[src/sv/wrs_pkg.sv]
// Package with the payload types, sequencer states and fixed widths of the statistics bank.
`timescale 1ns / 1ps
package wrs_pkg;

  localparam int unsigned VAL_W = 48;
  localparam int unsigned SD_W = 47;
  localparam int unsigned CNT_W = 32;
  localparam int unsigned SUM_W = 64;
  localparam int unsigned CHN_W = 3;
  localparam int unsigned MUL_CHUNK_W = 16;
  localparam int unsigned MUL_STEPS = VAL_W / MUL_CHUNK_W;
  localparam int unsigned DIV_N_W = 64;
  localparam int unsigned DIV_D_W = 32;
  localparam logic OP_SAMPLE = 1'b0;
  localparam logic OP_CLEAR = 1'b1;
  localparam logic [SD_W-1:0] SD_MAX = '1;

  typedef struct packed {
    logic operation;
    logic [CHN_W-1:0] channel;
    logic signed [VAL_W-1:0] sample_value;
    logic value_present;
  } in_item_t;

  typedef struct packed {
    logic [CHN_W-1:0] result_channel;
    logic [CNT_W-1:0] result_count;
    logic signed [VAL_W-1:0] result_mean;
    logic [SD_W-1:0] result_stddev;
    logic result_ready;
  } out_item_t;

  typedef enum logic [2:0] {
    ST_IDLE,
    ST_VDIV,
    ST_SQRT,
    ST_EMIT,
    ST_UDIV,
    ST_MUL
  } wrs_state_e;

endpackage

[src/sv/wrs_mul.sv]
// Multiplier that forms a 48 by 48 bit product from 16 bit slices, one slice per cycle.
`timescale 1ns / 1ps
module wrs_mul (
  input  logic clk_i,
  input  logic rst_ni,
  input  logic start_i,
  input  logic [wrs_pkg::VAL_W-1:0] a_i,
  input  logic [wrs_pkg::VAL_W-1:0] b_i,
  output logic done_o,
  output logic [2*wrs_pkg::VAL_W-1:0] product_o
);

  localparam int unsigned W = wrs_pkg::VAL_W;
  localparam int unsigned CK = wrs_pkg::MUL_CHUNK_W;
  localparam int unsigned PW = W + CK;
  localparam int unsigned CW = $clog2(wrs_pkg::MUL_STEPS + 1);

  logic busy_q, busy_d, done_q, done_d;
  logic [CW-1:0] cnt_q, cnt_d;
  logic [W-1:0] a_q, a_d, b_q, b_d;
  logic [2*W-1:0] acc_q, acc_d;
  logic [PW-1:0] part, hi;

  always_comb begin
    busy_d = busy_q;
    done_d = 1'b0;
    cnt_d = cnt_q;
    a_d = a_q;
    b_d = b_q;
    acc_d = acc_q;
    part = PW'(a_q) * PW'(b_q[CK-1:0]);
    hi = PW'(acc_q[2*W-1:W]) + part;
    if (start_i) begin
      busy_d = 1'b1;
      cnt_d = CW'(wrs_pkg::MUL_STEPS);
      a_d = a_i;
      b_d = b_i;
      acc_d = '0;
    end else if (busy_q) begin
      acc_d = {hi, acc_q[W-1:CK]};
      b_d = b_q >> CK;
      cnt_d = cnt_q - CW'(1);
      if (cnt_q == CW'(1)) begin
        busy_d = 1'b0;
        done_d = 1'b1;
      end
    end
  end

  always_ff @(posedge clk_i or negedge rst_ni) begin
    if (!rst_ni) begin
      busy_q <= 1'b0;
      done_q <= 1'b0;
      cnt_q <= '0;
    end else begin
      busy_q <= busy_d;
      done_q <= done_d;
      cnt_q <= cnt_d;
    end
  end

  always_ff @(posedge clk_i) begin
    a_q <= a_d;
    b_q <= b_d;
    acc_q <= acc_d;
  end

  assign done_o = done_q;
  assign product_o = acc_q;

endmodule

[config.mk]
export PLATFORM = sky130hd
export DESIGN_NAME = wrs_mul
export DESIGN_NICKNAME = d
export VERILOG_FILES = /design/src/sv/wrs_pkg.sv /design/src/sv/wrs_mul.sv
export SDC_FILE = /design/constraint.sdc
export NUM_CORES = 2
export LEC_CHECK = 0
export ABC_AREA = 1
export BUFFER_PORTS_ARGS = -buffer_cell sky130_fd_sc_hd__buf_2
export CAP_MARGIN = 20
export CELL_PAD_IN_SITES_DETAIL_PLACEMENT = 1
export CELL_PAD_IN_SITES_GLOBAL_PLACEMENT = 2
export CORE_MARGIN = 10
export CORE_UTILIZATION = 41
export DETAILED_ROUTE_END_ITERATION = 10
export GPL_TIMING_DRIVEN = 0
export PLACE_DENSITY = 0.94
export SYNTH_ARGS = -nofsm -noshare
export SYNTH_HDL_FRONTEND = slang
export SYNTH_SLANG_ARGS = --single-unit
[constraint.sdc]
create_clock -name clk_i -period 15 [get_ports clk_i]
set_clock_uncertainty 0.05 [all_clocks]
set_input_delay 0 -clock clk_i [delete_from_list [all_inputs] [get_ports clk_i]]
set_output_delay 0 -clock clk_i [all_outputs]
set_load 0.005 [all_outputs]
==> run summary <==
Vias in the first global route: 33,654
Htree depth: 4
Yosys warning count: 0
Worst EP arrival: 8.38 ns
Slew margin rel.: 15.4%
Setup crit end: product_o[93]$_SDFFE_PP0P_
Syn Inst Count: 4,631
Initial antenna violation count: 8
Setup violators final: 0
Syn_nets: 5,559
DR vias/cell: 4.97
TritonCTS clock tree: built
CTS Buf Count: 17
EDFF count, synth: 96
Final Slew Violations: 0
Max frequency: 125 MHz
Crit-path max FO: 10
Crit path required time: 15.38 ns
Reg2reg start: b_q[13]$_DFFE_PP_
CP Capture Type: flip-flop
Avg Cell Area, Syn: 7.51 µm²
Worst-path clk slew: 0.12 ns
WL/cell: 23.5 µm
CTS Buffer Depth: 2
Most common cell after layout, fill and taps aside: inv_1
Largest net degree at the start of global routing: 31
Starting DRT DRC Count: 2,089
Row count: 106
WL final: 144,000 µm
Launch point of the worst path: b_q[13]$_DFFE_PP_
Drt drc: 0
R2R depth: 25
Worst-skew pair later-pin latency: 0.55 ns
Sequential area share after synthesis: 14.1%
Die area: 96,900 µm²
Fraction of registers with async set/reset: 2.04%
Worst min path class: primary input to flip-flop
Most frequent cells in the layout: 1,480 x inv_1, 1,449 x nand2_1, 690 x fa_1, 199 x buf_2, 189 x clkbuf_1
I/O pin count: 196
Chip height: 311 µm
Final period utilization: 53.3%
Util after Layout: 46.9%
Initial Util: 41.5%
ANT nets after route: 0
Worst flop-to-flop path endpoint: product_o[93]$_SDFFE_PP0P_
Synth cell types: 39
Cts hold-fix bufs: 99
PortBufs: 195
Crit-path most repeated cell: nand2_1
Root buffer cell: clkbuf_16
FF-to-FF setup slack: 7.00 ns
Unrepaired setup endpoints after global routing: no
Clk sinks: 196
Drt first pass iters: 6
Grt total ovfl: 0
Hold WS: 0.109 ns
Worst path slowest cell: clkbuf_1
Max incr delay on CP: 0.95 ns
Gp weighted congestion: 0.989
Synth Register Bits: 196
Top_reg_cell synth: edfxtp_1
Mapped cell area: 34,800 µm²
Max Cap Viol: 0
Area Growth Syn to Fin: 13.0%
Nets: 5,901
Dpl hpwl: 121,000 µm
Slew of the pin with the lowest slew margin: 1.27 ns
Tot GR Track Use: 30.1%
Global-route wire length before repair: 215,000 µm
Post-CTS setup buffer count: 0
CP Launch Type: flip-flop
Status: complete, no violations
Hold Fails Final Rpt: 0
Crit path time final: 8.00 ns
Cts repair resizes: 0
Sum Neg Setup Slack: 0 ns
Setup Crit Path Kind: flip-flop to flip-flop
Via count: 30,394
Layout cells sized above 1: 6.80%
Die W: 311 µm
Core ar.: 83,800 µm²
## flip-flops by register name, summed over array words and instances (netlist names)
signal / cells
cnt_q: 2
done_o: 1
busy_q: 1
a_q: 48
product_o: 96
b_q: 48
## synthesized netlist by cell type, drive strengths merged (18+ instances only)
master,instances,share of area (%)
a21oi,97,1.4
buf,18,0.21
clkbuf,191,2.1
dfxtp,96,5.5
edfxtp,96,8.3
fa,690,40
ha,139,5.0
inv,1488,16
nand2,1468,16
nand3,75,1.2
nor2,114,1.5
o21ai,62,0.90
## per-stage QoR
| stage | cells | setup WS [ns] | instance area [µm²] |
|---|---|---|---|
| floorplan | 4631 | 9.42 | 34800 |
| global placement | 5960 | 6.57 | 37200 |
| detailed placement | 5988 | 7.26 | 37700 |
| CTS | 6119 | 7.22 | 39300 |
| global route | 6121 | 6.86 | 39300 |
| finish | 6121 | 7.00 | 39300 |
## worst max-delay path, delay by kind of cell, from the launching register on
kind	cells	cell delay (ns)
AOI/OAI and AO/OA	2	0.53
adders and majority gates	7	3.41
buffers and inverters	7	2.27
DFF	1	0.57
and+or+nand+nor	9	1.04
## per-layer routing
metal	share of wire (%)	up-vias	global-route usage, %
li1	-	13511	-
met1	40	15518	38.1
met2	46	1106	48.3
met3	8.7	249	7.61
met4	4.9	10	13.0
met5	0.049	-	0
## logic make-up after synthesis
group	Yosys count	synth area share (%)
compound gates	195	3.03
xor+xnor	24	0.604
fa+ha+maj	829	44.7
buf+inv	1701	18.4
flops	196	14.1
simple gates	1686	19.2
## worst min-delay path by stage
stage,start,end,slack [ns],cells after the start
2_1_floorplan,rst_ni,busy_q$_DFF_PN0_,-0.35,0
4_1_cts,a_i[47],a_q[47]$_DFFE_PP_,0.09,2
5_1_grt,a_i[15],a_q[15]$_DFFE_PP_,0.12,2
6_report,a_i[11],a_q[11]$_DFFE_PP_,0.11,2
3_3_place_gp,rst_ni,cnt_q[1]$_DFFE_PN0P_,-0.24,1
3_5_place_dp,rst_ni,cnt_q[1]$_DFFE_PN0P_,-0.23,1
## cell type report
class / instances / area [µm²]
buffer: 209 / 793
timing repair buffer: 323 / 2450
clock buffer: 18 / 450
fill: 10671 / 44500
tap: 1134 / 1420
multi-input combinational: 2734 / 23500
clock inverter: 14 / 194
antenna: 1 / 2.50
sequential: 196 / 4900
inverter: 1492 / 5600
Power is left out: the tool's default activity adds up to more than one toggle a clock period on the data nets, which glitch-free logic cannot reach.
