<file path="src/sv/wrs_pkg.sv">
// Package with the payload types, sequencer states and fixed widths of the statistics bank.
`timescale 1ns / 1ps
package wrs_pkg;

  localparam int unsigned VAL_W = 48;
  localparam int unsigned SD_W = 47;
  localparam int unsigned CNT_W = 32;
  localparam int unsigned SUM_W = 64;
  localparam int unsigned CHN_W = 3;
  localparam int unsigned MUL_CHUNK_W = 16;
  localparam int unsigned MUL_STEPS = VAL_W / MUL_CHUNK_W;
  localparam int unsigned DIV_N_W = 64;
  localparam int unsigned DIV_D_W = 32;
  localparam logic OP_SAMPLE = 1'b0;
  localparam logic OP_CLEAR = 1'b1;
  localparam logic [SD_W-1:0] SD_MAX = '1;

  typedef struct packed {
    logic operation;
    logic [CHN_W-1:0] channel;
    logic signed [VAL_W-1:0] sample_value;
    logic value_present;
  } in_item_t;

  typedef struct packed {
    logic [CHN_W-1:0] result_channel;
    logic [CNT_W-1:0] result_count;
    logic signed [VAL_W-1:0] result_mean;
    logic [SD_W-1:0] result_stddev;
    logic result_ready;
  } out_item_t;

  typedef enum logic [2:0] {
    ST_IDLE,
    ST_VDIV,
    ST_SQRT,
    ST_EMIT,
    ST_UDIV,
    ST_MUL
  } wrs_state_e;

endpackage

</file>
<file path="src/sv/wrs_sqrt.sv">
// Digit-by-digit square root of a variance scaled by the fraction bits, two radicand bits per cycle.
`timescale 1ns / 1ps
module wrs_sqrt #(
  parameter int unsigned FRAC_BITS = 16
) (
  input  logic clk_i,
  input  logic rst_ni,
  input  logic start_i,
  input  logic [wrs_pkg::SUM_W-1:0] value_i,
  output logic done_o,
  output logic [wrs_pkg::SD_W-1:0] root_o
);

  localparam int unsigned RAD_W = wrs_pkg::SUM_W + FRAC_BITS + (FRAC_BITS % 2);
  localparam int unsigned RT_W = RAD_W / 2;
  localparam int unsigned REM_W = RT_W + 4;
  localparam int unsigned CW = $clog2(RT_W + 1);

  logic busy_q, busy_d, done_q, done_d;
  logic [CW-1:0] cnt_q, cnt_d;
  logic [RAD_W-1:0] rad_q, rad_d;
  logic [RT_W-1:0] root_q, root_d;
  logic [REM_W-1:0] rem_q, rem_d, r2, trial;
  logic [63:0] root64;

  always_comb begin
    busy_d = busy_q;
    done_d = 1'b0;
    cnt_d = cnt_q;
    rad_d = rad_q;
    root_d = root_q;
    rem_d = rem_q;
    r2 = {rem_q[REM_W-3:0], rad_q[RAD_W-1 -: 2]};
    trial = REM_W'({root_q, 2'b01});
    if (start_i) begin
      busy_d = 1'b1;
      cnt_d = CW'(RT_W);
      rad_d = RAD_W'(value_i) << FRAC_BITS;
      root_d = '0;
      rem_d = '0;
    end else if (busy_q) begin
      rad_d = rad_q << 2;
      if (r2 >= trial) begin
        rem_d = r2 - trial;
        root_d = {root_q[RT_W-2:0], 1'b1};
      end else begin
        rem_d = r2;
        root_d = {root_q[RT_W-2:0], 1'b0};
      end
      cnt_d = cnt_q - CW'(1);
      if (cnt_q == CW'(1)) begin
        busy_d = 1'b0;
        done_d = 1'b1;
      end
    end
  end

  always_ff @(posedge clk_i or negedge rst_ni) begin
    if (!rst_ni) begin
      busy_q <= 1'b0;
      done_q <= 1'b0;
      cnt_q <= '0;
    end else begin
      busy_q <= busy_d;
      done_q <= done_d;
      cnt_q <= cnt_d;
    end
  end

  always_ff @(posedge clk_i) begin
    rad_q <= rad_d;
    root_q <= root_d;
    rem_q <= rem_d;
  end

  assign root64 = 64'(root_q);
  assign root_o = (root64 > 64'(wrs_pkg::SD_MAX)) ? wrs_pkg::SD_MAX : root64[wrs_pkg::SD_W-1:0];
  assign done_o = done_q;

endmodule

</file>
<file path="config.mk">
export PLATFORM = sky130hd
export DESIGN_NAME = wrs_sqrt
export DESIGN_NICKNAME = d
export VERILOG_FILES = /design/src/sv/wrs_pkg.sv /design/src/sv/wrs_sqrt.sv
export SDC_FILE = /design/constraint.sdc
export NUM_CORES = 1
export LEC_CHECK = 0
export ABC_AREA = 1
export BUFFER_PORTS_ARGS = -buffer_cell sky130_fd_sc_hd__buf_2
export CAP_MARGIN = 20
export CORE_MARGIN = 1.5
export CORE_UTILIZATION = 54
export CTS_CLUSTER_SIZE = 28
export DETAILED_ROUTE_END_ITERATION = 8
export PLACE_DENSITY_LB_ADDON = 0.2
export SETUP_SLACK_MARGIN = 0.4
export SKIP_CTS_REPAIR_TIMING = 1
export SLEW_MARGIN = 20
export SYNTH_ARGS = -nofsm -noshare
export SYNTH_HDL_FRONTEND = slang
export SYNTH_SLANG_ARGS = --single-unit
</file>
<file path="constraint.sdc">
create_clock -name clk_i -period 2.7 [get_ports clk_i]
set_input_delay 0.135 -clock clk_i [delete_from_list [all_inputs] [get_ports clk_i]]
set_output_delay 0.135 -clock clk_i [all_outputs]
set_load 0.02 [all_outputs]
</file>
==> results of run 1 <==
-- flip-flops by register name, indices dropped and copies added (netlist names) --
register / count
rad_q: 64
root_q: 40
rem_q: 42
done_o: 1
cnt_q: 6
busy_q: 1
-- synth_stat cells (all sizes together) --
cell / count
nand4: 4
xor2: 11
o21ai: 32
nand2: 600
buf: 23
nor3: 10
a21oi: 36
a21boi: 1
nor4: 1
a31oi: 3
conb: 1
nand3b: 14
nand3: 94
nor2: 97
and2: 3
clkbuf: 26
edfxtp: 64
o21bai: 7
a21o: 1
o22ai: 40
a211oi: 1
xnor2: 12
dfxtp: 82
dfrtp: 8
ha: 44
inv: 199
-- power by group --
part,internal (W),leakage (nW),switching [W],total [W]
registers,0.00286,1.48,0.000359,0.00322
clock network,0.00134,0.302,0.00118,0.00252
logic,0.00348,4.46,0.00560,0.00908
total,0.00768,6.23,0.00713,0.0148
-- worst register-to-register path: cells and delay by family, from the launching register on --
family	cells	cell delay, ns
AND/OR/NAND/NOR	10	1.01
adder cells (fa/ha/maj)	1	0.19
buffers and inverters	4	0.53
flip-flops	1	0.45
-- kinds of logic (layout without fill, tap and decap cells) --
family | after synthesis | after routing | synth area share (%)
AND/OR/NAND/NOR | 823 | 823 | 35.91
XOR/XNOR | 23 | 23 | 2.057
other | 1 | 7 | 0.03830
flip-flops | 154 | 154 | 38.44
adder cells (fa/ha/maj) | 44 | 44 | 5.622
buffers and inverters | 248 | 418 | 10.64
AO/OA/AOI/OAI | 121 | 121 | 7.296
-- final cells by class --
cell class                      count  share of cell area, %
Sequential cell                   154                  30.32
Inverter                          199                  6.020
Clock inverter                     15                  1.658
Clock buffer                       17                  3.417
Timing Repair Buffer              187                  10.83
Tap cell                          229                  2.302
Multi-Input combinational cell   1018                  45.45
-- final timing paths --
path                                     endpoint  slack [ns]  cells past startpoint
setup / recovery           rem_q[31]$_SDFFE_PP0P_        0.46                     15
hold / removal                rad_q[74]$_DFFE_PP_       -0.03                      3
setup reg to reg           rem_q[31]$_SDFFE_PP0P_        0.46                     15
hold reg to reg            rem_q[40]$_SDFFE_PP0P_        0.46                      2
max in group asynchronous    cnt_q[0]$_DFFE_PN0P_        2.42                      2
min in group asynchronous    cnt_q[5]$_DFFE_PN0P_        0.09                      2
-- layer usage --
layer / vias up / part of all wire, % / track usage, %
met5: - / 0 / 0
met4: 0 / 2.5 / 9.240
met3: 51 / 5.8 / 5.592
met2: 296 / 48 / 45.25
met1: 4310 / 44 / 38.05
li1: 4772 / - / -
-- stage by stage --
stage / std cells / instance area [sq um] / worst slack, ns / utilization [%] / power [W]
after floorplan: 1420 / 9816 / 0.5603 / - / 0.009078
after global placement: 1722 / 10490 / 0.2527 / 58.60 / 0.01081
after detailed placement: 1722 / 10490 / 0.2845 / 58.60 / 0.01086
after CTS: 1754 / 11120 / 0.2696 / 62.13 / 0.01342
after global routing: 1819 / 12450 / 0.3627 / 69.54 / 0.01594
final: 1819 / 12450 / 0.4640 / 69.54 / 0.01482
-- cell usage in the layout (no fill, tap or decap), drive strengths merged, types with 3 or more instances in the layout --
cell	netlist	final
nor3	10	10
edfxtp	64	64
clkbuf	26	19
nor2	97	97
buf	23	135
nand3b	14	14
inv	199	203
o22ai	40	40
o21ai	32	32
and2	3	3
nand4	4	4
xor2	11	11
nand3	94	94
xnor2	12	12
o21bai	7	7
dfrtp	8	8
nand2	600	600
clkinv	0	9
dlygate4sd3	0	50
a21oi	36	36
dfxtp	82	82
ha	44	44
a31oi	3	3
conb	1	7
==> results.json, run 1 <==
{
  "status": "complete, but fails checks",
  "violations": "negative hold slack",
  "dpl.hpwl_um": 18910,
  "cpMostUsedCell": "nand3_1",
  "fp.dieW_um": 137.7,
  "drtAntennaViolNets": 0,
  "rsz0062_at_grt": "true",
  "setup_tns_ns": 0,
  "grt_pass1_vias": 8267,
  "insertion_delay_ns": 0.44,
  "io_pins": 115,
  "num_rows": 49,
  "nFillCells": 1484,
  "vias_per_cell": 5.184,
  "slowest_delay_ns": 0.45,
  "grt_pass1_wl_um": 41030,
  "clkSlewWorstSetupHoldPaths_ns": 0.08,
  "vias": 9429,
  "firstDrtPassIters": 5,
  "cp_max_fo": 6,
  "clock_path_buffers": 2,
  "yosys.area.top_type": "nand2_1",
  "gp_congestion": 1.011,
  "fmax_ghz": 0.4472,
  "overflow": 0,
  "die_h_um": 137.7,
  "setup_viol": 0,
  "period_minus_slack_ns": 2.236,
  "finalCritPeriodShare_pct": 82.82,
  "root_buffer": "clkbuf_16",
  "hp-start": "value_i[58]",
  "hold_slack_ns": -0.03363,
  "slowest_stage": "edfxtp_1",
  "hold_viol": 10,
  "synth_area_leaders": "nand2_1, edfxtp_1, dfxtp_1",
  "timing.rr.start": "rad_q[78]$_DFFE_PP_",
  "syn_to_final_growth_pct": 27.14,
  "syn-cell-area_sq_um": 9792,
  "ir_drop_mv": 0.7536,
  "synth_warnings": 0,
  "tritoncts": "built",
  "synthCells": 1414,
  "drc": 0,
  "core-area_sq_um": 17900,
  "p_per_area_nw_per_um2": 1190,
  "multiInputGateArea_sq_um": 5658,
  "crit_arrival_ns": 2.62,
  "max_slew.worst_pin.slew_ns": 0.6543,
  "yosys.area.top_type_share_pct": 22.54,
  "path_buf_inv": 4,
  "cp_data_required_time_ns": 3.08,
  "critPathTopFamily": "simple AND/OR/NAND/NOR gates",
  "wl_per_cell_um": 15.81,
  "avgSynthCellArea_sq_um": 6.925,
  "io_buffers": 107,
  "yosysSeqAreaShare_pct": 38.44,
  "startpoint_type": "register",
  "antenna_found_initial": 0,
  "finalWirelength_um": 28760,
  "dr.first_iter.drc_count": 574,
  "critical_path_class": "reg2reg",
  "leakage_nw": 6.233,
  "fin_nets": 1688,
  "grt_max_degree": 67,
  "skew_ns": 0.01337,
  "start_util_pct": 54.70,
  "maxCapViolations": 0,
  "drive_above_1_share_pct": 20.69,
  "cts_num_sinks": 154,
  "ys_types": 42,
  "end_kind": "register",
  "startpoint": "rad_q[78]$_DFFE_PP_",
  "htreeDepth": 4,
  "hold_path.class": "in2reg",
  "grt_usage_pct": 28.18,
  "diodes": 0,
  "regArea_sq_um": 3775,
  "ys_ff_latch": 154,
  "relSlewSlack_pct": 56.38,
  "die_area_sq_um": 18950,
  "cts_made_buffers": 17,
  "final_max_slew_viol_count": 0,
  "crit_chain": "buf_4 > ha_1 > inv_2 > nor2_4 > nand2_2 > nor2_1 > nand3_1 > nand3_2 > nor2_4 > nand2_8 > buf_6 > buf_4 > nand3_1 > nand3_1 > nand2_1"
}
(Power assumes the default switching activity.)
==> run 2: changes to the inputs <==
Clock period 2.7 ns to 1.9 ns, I/O delays scaled along.
==> results.json, run 2 (synthesis gave the netlist of run 1 again) <==
{
  "fin_nets": 1882,
  "finalWirelength_um": 32730,
  "cts_made_buffers": 17,
  "io_pins": 115,
  "largest_register": "rad_q",
  "rsz0062_at_grt": "true",
  "violations": "negative setup slack",
  "instances_no_fill": 2013,
  "power.share.clock_pct": 14.3,
  "p_per_area_nw_per_um2": 1732,
  "final_max_slew_viol_count": 0,
  "ff2ff_path_depth": 17,
  "dpl.hpwl_um": 21140,
  "leakage_nw": 7.339,
  "nFillCells": 1149,
  "antenna_found_initial": 0,
  "overflow": 0,
  "p_sw_w": 0.01177,
  "core-area_sq_um": 17900,
  "die_h_um": 137.7,
  "max_slew.worst_pin.slew_ns": 0.5883,
  "dr.first_iter.drc_count": 716,
  "status": "complete, but fails checks",
  "relSlewSlack_pct": 60.78,
  "crit_arrival_ns": 2.50,
  "grt_max_degree": 74,
  "cp_max_fo": 8,
  "root_buffer": "clkbuf_16",
  "sw_frac_of_total_pct": 46.50,
  "use_met2_pct": 52.47,
  "ir_drop_mv": 1.092,
  "clock_path_buffers": 2,
  "final_common_cell": "nand2_1",
  "critical_path_class": "reg2reg",
  "fp.dieW_um": 137.7,
  "finalCritPeriodShare_pct": 114.7,
  "start_util_pct": 54.70,
  "fmax_ghz": 0.4590,
  "grt_util_met1_pct": 37.83,
  "grt_usage_pct": 30.06,
  "dp_slack_ns": -0.1826,
  "gp_congestion": 1.012,
  "startpoint_type": "register",
  "dp_cells": 1903,
  "clkSlewWorstSetupHoldPaths_ns": 0.08,
  "grt-busiest-layer": "met2",
  "timing.rr.start": "rad_q[78]$_DFFE_PP_",
  "vias_per_cell": 5.318,
  "internal_power_w": 0.01354,
  "grt_pass1_vias": 9463,
  "grt_pass1_wl_um": 44240,
  "most-common-layout-cells": "nand2_1, buf_4, inv_1, buf_2, nor2_1",
  "diodes": 0,
  "tritoncts": "built",
  "multiInputGateArea_sq_um": 6093,
  "startpoint": "rad_q[78]$_DFFE_PP_",
  "setup_viol": 43,
  "largestRegisters": "rad_q x64, rem_q x42, root_q x40",
  "die_area_sq_um": 18950,
  "largest_reg_flops": 64,
  "wl_per_cell_um": 16.26,
  "num_rows": 49,
  "vias": 10710,
  "layout_setup_ws_ns": -0.2786,
  "hold_viol": 0,
  "io_buffers": 107,
  "cts_num_sinks": 154,
  "grt_use_met3_pct": 4.820,
  "drc": 0,
  "htreeDepth": 4,
  "drtAntennaViolNets": 0,
  "hold_slack_ns": 0.03636,
  "seqPwrFrac_pct": 17.8,
  "insertion_delay_ns": 0.44,
  "cp_data_required_time_ns": 2.23,
  "drive_above_1_share_pct": 36.04,
  "firstDrtPassIters": 5,
  "regArea_sq_um": 3905,
  "finalPower_w": 0.02530,
  "end_kind": "register",
  "syn_to_final_growth_pct": 49.23,
  "hold_path.class": "in2async",
  "combinationalPowerShare_pct": 67.9,
  "maxCapViolations": 0,
  "period_minus_slack_ns": 2.179,
  "skew_ns": 0.01110
}
[run 2: area by class of cell]
type	instances	area share [%]
clock buffer	17	2.911
timing repair buffer	381	20.07
multi-input combinational	1018	41.70
tap	229	1.961
clock inverter	15	1.284
inverter	199	5.351
sequential	154	26.72
[run 2: through the flow]
step                instance area (sq um)  TNS, ns  utilization [%]
floorplan                           10630        0                -
global placement                    12680   -4.543            70.86
detailed placement                  12680   -5.240            70.86
CTS                                 13300   -6.527            74.28
global route                        14610   -12.07            81.63
finish                              14610   -8.048            81.63
[run 2: worst max-delay path, stage by stage, from the launching register on]
cell and delay (ns):
edfxtp_1 0.49, inv_2 0.13, ha_4 0.13, inv_1 0.05, nand2_1 0.05, nand2_1 0.06
and2_4 0.16, nand2_4 0.07, nand3_4 0.08, nand2_4 0.09, nand2_4 0.07, nand2_8 0.09
nand2_8 0.12, buf_12 0.18, nand2_8 0.09, nand2_1 0.05, nand2_1 0.07, nand2_1 0.07
[run 2: power groups by stage]
stage | combinational, W | clock [W] | sequential, W
6_report | 0.0172 | 0.00362 | 0.00450
4_1_cts | 0.0144 | 0.00362 | 0.00446
3_3_place_gp | 0.0140 | 0 | 0.00450
3_5_place_dp | 0.0142 | 0 | 0.00453
5_1_grt | 0.0186 | 0.00377 | 0.00455
2_1_floorplan | 0.00925 | 0 | 0.00452
[run 2: final timing paths]
check | to | slack (ns)
min reg2reg | rem_q[41]$_SDFFE_PP0P_ | 0.46
min in group clk_i | rem_q[40]$_SDFFE_PP0P_ | 0.10
max | rem_q[35]$_SDFFE_PP0P_ | -0.28
max in group asynchronous | cnt_q[1]$_DFFE_PN0P_ | 1.68
max reg2reg | rem_q[35]$_SDFFE_PP0P_ | -0.28
min | cnt_q[5]$_DFFE_PN0P_ | 0.04
[run 2: metal layers]
metal	vias to the layer above	share of wire, %
met4	0	3.3
li1	5159	-
met2	502	50
met5	-	0
met1	4956	40
met3	89	6.5
