$ cat src/sv/wrs_pkg.sv
// Package with the payload types, sequencer states and fixed widths of the statistics bank.
`timescale 1ns / 1ps
package wrs_pkg;

  localparam int unsigned VAL_W = 48;
  localparam int unsigned SD_W = 47;
  localparam int unsigned CNT_W = 32;
  localparam int unsigned SUM_W = 64;
  localparam int unsigned CHN_W = 3;
  localparam int unsigned MUL_CHUNK_W = 16;
  localparam int unsigned MUL_STEPS = VAL_W / MUL_CHUNK_W;
  localparam int unsigned DIV_N_W = 64;
  localparam int unsigned DIV_D_W = 32;
  localparam logic OP_SAMPLE = 1'b0;
  localparam logic OP_CLEAR = 1'b1;
  localparam logic [SD_W-1:0] SD_MAX = '1;

  typedef struct packed {
    logic operation;
    logic [CHN_W-1:0] channel;
    logic signed [VAL_W-1:0] sample_value;
    logic value_present;
  } in_item_t;

  typedef struct packed {
    logic [CHN_W-1:0] result_channel;
    logic [CNT_W-1:0] result_count;
    logic signed [VAL_W-1:0] result_mean;
    logic [SD_W-1:0] result_stddev;
    logic result_ready;
  } out_item_t;

  typedef enum logic [2:0] {
    ST_IDLE,
    ST_VDIV,
    ST_SQRT,
    ST_EMIT,
    ST_UDIV,
    ST_MUL
  } wrs_state_e;

endpackage

$ cat src/sv/wrs_div.sv
// Restoring divider that produces one quotient bit per cycle.
`timescale 1ns / 1ps
module wrs_div (
  input  logic clk_i,
  input  logic rst_ni,
  input  logic start_i,
  input  logic [wrs_pkg::DIV_N_W-1:0] dividend_i,
  input  logic [wrs_pkg::DIV_D_W-1:0] divisor_i,
  output logic done_o,
  output logic [wrs_pkg::DIV_N_W-1:0] quotient_o
);

  localparam int unsigned CW = $clog2(wrs_pkg::DIV_N_W + 1);

  logic busy_q, busy_d, done_q, done_d;
  logic [CW-1:0] cnt_q, cnt_d;
  logic [wrs_pkg::DIV_D_W:0] rem_q, rem_d, shifted;
  logic [wrs_pkg::DIV_N_W-1:0] quo_q, quo_d;
  logic [wrs_pkg::DIV_D_W-1:0] dvs_q, dvs_d;
  logic fits;

  always_comb begin
    busy_d = busy_q;
    done_d = 1'b0;
    cnt_d = cnt_q;
    rem_d = rem_q;
    quo_d = quo_q;
    dvs_d = dvs_q;
    shifted = {rem_q[wrs_pkg::DIV_D_W-1:0], quo_q[wrs_pkg::DIV_N_W-1]};
    fits = shifted >= {1'b0, dvs_q};
    if (start_i) begin
      busy_d = 1'b1;
      cnt_d = CW'(wrs_pkg::DIV_N_W);
      rem_d = '0;
      quo_d = dividend_i;
      dvs_d = divisor_i;
    end else if (busy_q) begin
      rem_d = fits ? shifted - {1'b0, dvs_q} : shifted;
      quo_d = {quo_q[wrs_pkg::DIV_N_W-2:0], fits};
      cnt_d = cnt_q - CW'(1);
      if (cnt_q == CW'(1)) begin
        busy_d = 1'b0;
        done_d = 1'b1;
      end
    end
  end

  always_ff @(posedge clk_i or negedge rst_ni) begin
    if (!rst_ni) begin
      busy_q <= 1'b0;
      done_q <= 1'b0;
      cnt_q <= '0;
    end else begin
      busy_q <= busy_d;
      done_q <= done_d;
      cnt_q <= cnt_d;
    end
  end

  always_ff @(posedge clk_i) begin
    rem_q <= rem_d;
    quo_q <= quo_d;
    dvs_q <= dvs_d;
  end

  assign done_o = done_q;
  assign quotient_o = quo_q;

endmodule

$ cat config.mk
export PLATFORM = sky130hd
export DESIGN_NAME = wrs_div
export DESIGN_NICKNAME = d
export VERILOG_FILES = /design/src/sv/wrs_pkg.sv /design/src/sv/wrs_div.sv
export SDC_FILE = /design/constraint.sdc
export NUM_CORES = 1
export LEC_CHECK = 0
export BUFFER_PORTS_ARGS = -buffer_cell sky130_fd_sc_hd__buf_2
export CAP_MARGIN = 20
export CELL_PAD_IN_SITES_DETAIL_PLACEMENT = 0
export CELL_PAD_IN_SITES_GLOBAL_PLACEMENT = 1
export CORE_ASPECT_RATIO = 1.5
export CORE_MARGIN = 1.5
export CORE_UTILIZATION = 39
export DETAILED_ROUTE_END_ITERATION = 8
export PLACE_DENSITY = 0.84
export SLEW_MARGIN = 15
export SYNTH_ARGS = -nofsm -noshare
export SYNTH_HDL_FRONTEND = slang
export SYNTH_SLANG_ARGS = --single-unit
$ cat constraint.sdc
create_clock -name clk_i -period 2.7 [get_ports clk_i]
set_clock_uncertainty 0.2 [all_clocks]
set_input_delay 0 -clock clk_i [delete_from_list [all_inputs] [get_ports clk_i]]
set_output_delay 0 -clock clk_i [all_outputs]
set_load 0.02 [all_outputs]
==> impl_metrics.tcl, run 1 <==
set metrics [dict create \
    portBuffers 163 \
    synth.distinct_cells 61 \
    hold_viol 0 \
    fillers 1536 \
    die_area_um2 19600 \
    slew_viol_final 0 \
    synth_area_leader_cell "edfxtp_1" \
    die_x_um 115 \
    ys_ff_latch 137 \
    vias_per_cell 4.98 \
    drt-total-wl_um 21100 \
    setup_tns_ns -2.91 \
    wl_per_cell_um 16.5 \
    max_freq_mhz 352 \
    htreeDepth 4 \
    gp_congestion 0.905 \
    start_util_pct 39.7 \
    synthFlopType "edfxtp_1" \
    worst_slack_ns -0.145 \
    tightest_slew_ns 0.837 \
    drive_gt1_share_pct 42.4 \
    yosysSeqAreaShare_pct 51.1 \
    synth_commonest_cells "edfxtp_1 (96), nor2_1 (67), mux2_2 (63)" \
    numCtsBuffers 17 \
    ant_nets 0 \
    rows 61 \
    synth_nets 784 \
    status "complete, but fails checks" \
    min_path_type "in -> reg" \
    grt_overflow 0 \
    grt_max_degree 65 \
    nets 1146 \
    ios 164 \
    ir_drop_uv 563 \
    core_um2 18500 \
    yosysMostFrequentCell "edfxtp_1" \
    netlist_area_um2 7330 \
    seq_area_um2 3750 \
    critPathRequiredTime_ns 2.80 \
    met3_length_um 1130 \
    top_layer "met4" \
    violations "negative setup slack" \
    path_max_fanout 7 \
    cts_tree "done" \
    area_growth_pct 52.1 \
    drv_cap 0 \
    grt_antenna_before_repair 0 \
    synth_edf_count 96 \
    route.vias.total 6357 \
    start_kind "flip-flop" \
    antenna_cells 0 \
    synth.avg_cell_area_um2 11.3 \
    grtUsageTotal_pct 22.0 \
    die_h_um 171 \
    finalCriticalPeriod_ns 2.84 \
    yosys.area.top_type_share_pct 39.3 \
    firstDrtPassIters 6 \
    cp_data_arrival_time_ns 2.94 \
    synth-async-reset-ratio_pct 6.57 \
    wl_met1_um 7770 \
    rsz0062_at_grt "yes" \
    power.density_nw_per_um2 915 \
    crit_path_end_kind "flip-flop" \
    timing_worst_setup_path_type "reg -> reg" \
    clockBufferDepth 2 \
    clock_latency_ns 0.42 \
    finalCritPeriodShare_pct 105 \
    finalSetupViolations 31 \
    grt_pass1_wl_um 33000 \
    wl_met2_um 11500 \
    drtIter0Drc 258 \
    dp_hpwl_um 13900 \
    cts-root-buf "clkbuf_16" \
    grt_pass1_vias 6775 \
    dpl_worst_slack_ns -0.261 \
    slew_headroom_pct 44.2 \
    synth_area_leaders "edfxtp_1 (39%), mux2_2 (9.7%), dfxtp_1 (8.7%), ha_1 (5.8%), a21oi_1 (3.7%)" \
    drcViolationCount 0 \
    synthCells 650 \
    cts_num_sinks 137 \
    synth_warnings 0 \
    multi_input_area_um2 3660 \
    cts.clk_slew.worst_paths_ns 0.07 \
    p_leak_nw 4.87 \
]
## routing by layer
| metal | up-vias | track usage [%] |
|---|---|---|
| met3 | 45 | 6.02 |
| met1 | 3003 | 22.6 |
| li1 | 3104 | - |
| met4 | 0 | 8.80 |
| met2 | 205 | 41.3 |
| met5 | - | 0 |
## worst max-delay path: stages, from the launching register on
cell and delay (ns):
edfxtp_1 0.39, inv_2 0.07, ha_4 0.27, nor2b_4 0.17
o21bai_4 0.09, a2111oi_4 0.36, nor3b_4 0.09, o31ai_4 0.29
a31oi_4 0.21, buf_4 0.20, buf_6 0.12, mux2i_1 0.16
o22ai_1 0.10
## final timing paths
| check | from | endpoint | slack [ns] | cells past startpoint |
|---|---|---|---|---|
| setup / recovery | dvs_q[1] | rem_q[18] | -0.14 | 12 |
| hold / removal | divisor_i[19] | dvs_q[19] | 0.08 | 2 |
| setup reg to reg | dvs_q[1] | rem_q[18] | -0.14 | 12 |
| hold reg to reg | rem_q[14] | rem_q[14] | 0.29 | 2 |
| max in group asynchronous | rst_ni | busy_q | 1.61 | 3 |
| min in group asynchronous | rst_ni | done_o | 0.36 | 3 |
## power by group
part	internal (mW)	switching, mW	total [mW]
combinational	2.44	2.40	4.84
clock	1.31	1.02	2.33
sequential	2.72	0.317	3.03
total	6.46	3.74	10.2
## registers in the layout, indices dropped and copies added (netlist names)
register and count:
busy_q 1, quotient_o 64, rem_q 32, cnt_q 7, dvs_q 32, done_o 1
## kinds of logic (layout without fill, tap and decap cells)
family / count (synthesis) / in the layout / synth area share (%)
AO/OA/AOI/OAI: 154 / 154 / 14.1
adder cells (fa/ha/maj): 35 / 35 / 6.08
multiplexers: 76 / 76 / 11.5
flip-flops: 137 / 137 / 51.1
buffers and inverters: 72 / 447 / 4.08
AND/OR/NAND/NOR: 142 / 142 / 9.04
XOR/XNOR: 34 / 34 / 4.06
## area by class of cell
cell class              instances  area share (%)
flip-flops and latches        137            33.6
multi-input cells             441            32.8
repair buffers                374            24.1
clock buffers                  17            3.82
well taps                     252            2.83
clock inverters                15            1.39
inverters                      41            1.38
## per-stage QoR
| step | utilization, % | hold slack, ns | area (um^2) | std cells | power, mW |
|---|---|---|---|---|---|
| 4_1_cts | 59.2 | 0.0701 | 10900 | 1271 | 9.90 |
| 2_1_floorplan | - | -0.496 | 7370 | 650 | 5.63 |
| 6_report | 60.4 | 0.0829 | 11200 | 1277 | 10.2 |
| 3_5_place_dp | 49.4 | -0.338 | 9120 | 1134 | 7.15 |
| 5_1_grt | 60.4 | 0.0791 | 11200 | 1277 | 10.8 |
| 3_3_place_gp | 49.4 | -0.338 | 9120 | 1134 | 7.11 |
## cells in the final DEF (no fill, tap or decap), types with 6 or more instances in the layout
master,n
buf_4,106
mux2_2,63
nor2_1,61
edfxtp_1,96
nand4_1,6
clkbuf_16,17
o21ai_1,7
o21ai_0,16
a21o_1,11
xnor2_1,21
a21oi_1,43
inv_6,7
a21oi_2,9
dfxtp_1,32
a211oi_1,19
nand2_1,25
inv_1,35
xor2_1,13
dlygate4sd3_1,99
dfrtp_1,8
mux2i_1,12
buf_2,162
ha_4,13
ha_1,20
nand2b_1,7
inv_2,6
## what timing repair did
item / 4_1_cts / 5_1_grt
endpoints found under the hold margin: 158 / 0
resized for setup: 31 / 38
gates cloned: 0 / 1
buffers inserted: 6 / 5
hold buffers: 99 / 0
pin swaps: 20 / 12
endpoints found under the setup margin: 33 / 33
(Power assumes the default switching activity.)
==> run 2: changes to the inputs <==
--- a/config.mk
+++ b/config.mk
@@ -14,7 +14,7 @@
 export CORE_UTILIZATION = 39
 export DETAILED_ROUTE_END_ITERATION = 8
 export PLACE_DENSITY = 0.84
-export SLEW_MARGIN = 15
+export SLEW_MARGIN = 20
 export SYNTH_ARGS = -nofsm -noshare
 export SYNTH_HDL_FRONTEND = slang
 export SYNTH_SLANG_ARGS = --single-unit
==> constraint.sdc (replaced) <==
create_clock -name clk_i -period 2.6 [get_ports clk_i]
set_clock_uncertainty 0.2 [all_clocks]
set_input_delay 0 -clock clk_i [delete_from_list [all_inputs] [get_ports clk_i]]
set_output_delay 0 -clock clk_i [all_outputs]
set_load 0.02 [all_outputs]
==> run 2 against run 1 <==
The flow still finishes with violations (negative setup slack). Worst hold slack lost 0.0084 ns. Largest cell class is now multi-input combinational cells. Combinational power rose by 20%. Final cell count is 1.3% higher. Highest routed layer unchanged.
==> impl_metrics.tcl, run 2 (synthesized netlist as in run 1, its figures left out) <==
set metrics [dict create \
    rsz0062_at_grt "yes" \
    drv_cap 0 \
    start_kind "flip-flop" \
    ios 164 \
    final_common_cell "buf_2" \
    die_area_um2 19600 \
    wl_per_cell_um 17.4 \
    ir_drop_uv 581 \
    grtUsageTotal_pct 23.2 \
    slew_headroom_pct 69.2 \
    grt_pass1_wl_um 34600 \
    cp_data_arrival_time_ns 3.12 \
    drcViolationCount 0 \
    slowest_stage "a2111oi_4" \
    max_freq_mhz 336 \
    slowest_delay_ns 0.40 \
    area_growth_pct 57.8 \
    core_um2 18500 \
    final_cells 1293 \
    hold_viol 0 \
    finalSetupViolations 33 \
    antenna_cells 0 \
    critPathRequiredTime_ns 2.75 \
    portBuffers 163 \
    ant_nets 0 \
    dp_cells 1149 \
    numCtsBuffers 17 \
    grt_pass1_vias 6948 \
    path_cells "inv_2 > ha_4 > nand3_4 > o21bai_4 > a2111oi_4 > nor3b_4 > o31ai_4 > a31oi_4 > buf_8 > nor3_4 > a21oi_2 > o221ai_1" \
    rows 61 \
    gp_congestion 0.886 \
    die_x_um 115 \
    switching_share_pct 37.1 \
    min_path_type "in -> reg" \
    grt_max_degree 65 \
    drt-total-wl_um 22500 \
    nets 1162 \
    drtIter0Drc 321 \
    tightest_slew_ns 0.462 \
    cts_tree "done" \
    vias_per_cell 5.11 \
    pwr-share-comb_pct 51.1 \
    grt_overflow 0 \
    cts_num_sinks 137 \
    route.vias.total 6605 \
    clock_latency_ns 0.44 \
    status "complete, but fails checks" \
    finalCriticalPeriod_ns 2.97 \
    dp_hpwl_um 14400 \
    power_frac_seq_pct 27.9 \
    fillers 1494 \
    start_util_pct 39.7 \
    worst_slack_ns -0.375 \
    htreeDepth 4 \
    path_max_fanout 8 \
    grt_antenna_before_repair 0 \
    clockBufferDepth 2 \
    violations "negative setup slack" \
    timing_worst_setup_path_type "reg -> reg" \
    largest_reg_flops 64 \
    finalCritPeriodShare_pct 114 \
    slew_viol_final 0 \
    cts-root-buf "clkbuf_16" \
    switchingPower_mw 4.22 \
    drive_gt1_share_pct 46.9 \
    layout_common_cells "buf_2 (162), buf_4 (116), dlygate4sd3_1 (99)" \
    die_h_um 171 \
    dpl_worst_slack_ns -0.362 \
    firstDrtPassIters 5 \
    crit_path_end_kind "flip-flop" \
    internal_power_mw 7.14 \
    power.density_nw_per_um2 982 \
    cts.clk_slew.worst_paths_ns 0.07 \
    p_leak_nw 5.01 \
    r2r_slack_ns -0.37 \
    p_clk_share_pct 21.1 \
]
-- run 2: cell count changes in the layout (fill, tap and decap cells not counted), sizes merged --
cell      change
buf          +13
inv           -9
clkbuf        +5
clkinvlp      +4
a31oi         +1
bufinv        +1
clkinv        +1
-- run 2: path summary, 6_finish.rpt --
path / from / cells past startpoint / endpoint
worst max-delay path: dvs_q[3] / 12 / rem_q[30]
worst min-delay path: divisor_i[11] / 2 / dvs_q[11]
worst max register to register: dvs_q[3] / 12 / rem_q[30]
worst min register to register: rem_q[31] / 1 / rem_q[31]
max in group asynchronous: rst_ni / 3 / busy_q
min in group asynchronous: rst_ni / 3 / cnt_q[1]
-- run 2: power by group through the flow --
stage | registers [mW] | logic (mW) | clock network (mW)
CTS | 3.14 | 5.09 | 2.44
detailed placement | 3.12 | 4.41 | 0
finish | 3.16 | 5.80 | 2.40
global route | 3.21 | 6.21 | 2.53
floorplan | 3.29 | 2.57 | 0
global placement | 3.12 | 4.37 | 0
-- run 2: metrics by stage --
step | instance area [um^2] | setup TNS (ns) | utilization [%] | hold slack (ns) | total power, mW
6_report | 11600 | -9.76 | 62.6 | 0.0745 | 11.4
5_1_grt | 11600 | -13.82 | 62.6 | 0.0714 | 12.0
4_1_cts | 11200 | -5.86 | 60.8 | 0.0578 | 10.7
3_5_place_dp | 9260 | -9.92 | 50.1 | -0.336 | 7.53
3_3_place_gp | 9260 | -7.80 | 50.1 | -0.338 | 7.49
2_1_floorplan | 7370 | -4.91 | - | -0.496 | 5.86
-- run 2: timing repair --
action | 4_1_cts | 5_1_grt
endpoints found under the hold margin | 162 | 0
gates cloned | 1 | 4
endpoints found under the setup margin | 33 | 33
pin swaps | 31 | 52
hold buffers | 99 | 0
setup buffers | 9 | 1
gates resized for setup | 56 | 68
-- run 2: metal layers --
| metal | vias up | part of all wire [%] | global-route usage [%] | wire length [um] |
|---|---|---|---|---|
| li1 | 3135 | - | - | - |
| met5 | - | 0 | 0 | 0 |
| met1 | 3197 | 36 | 23.9 | 8150 |
| met3 | 46 | 5.2 | 5.42 | 1160 |
| met4 | 0 | 3.3 | 11.3 | 754 |
| met2 | 227 | 55 | 43.6 | 12500 |
-- run 2: final cells by class --
cell class / count / area (um^2) / share of cell area, %
inverters: 41 / 154 / 1.33
well taps: 252 / 315 / 2.73
flip-flops and latches: 137 / 3750 / 32.4
repair buffers: 389 / 2890 / 25.0
multi-input cells: 442 / 3890 / 33.6
clock inverters: 12 / 126 / 1.09
clock buffers: 20 / 447 / 3.86
-- run 2: worst max-delay path, delay by kind of cell, from the launching register on --
family | cells | cell delay, ns
AOI/OAI and AO/OA | 6 | 1.43
DFF | 1 | 0.34
and+or+nand+nor | 3 | 0.33
buffers and inverters | 2 | 0.28
adders and majority gates | 1 | 0.28
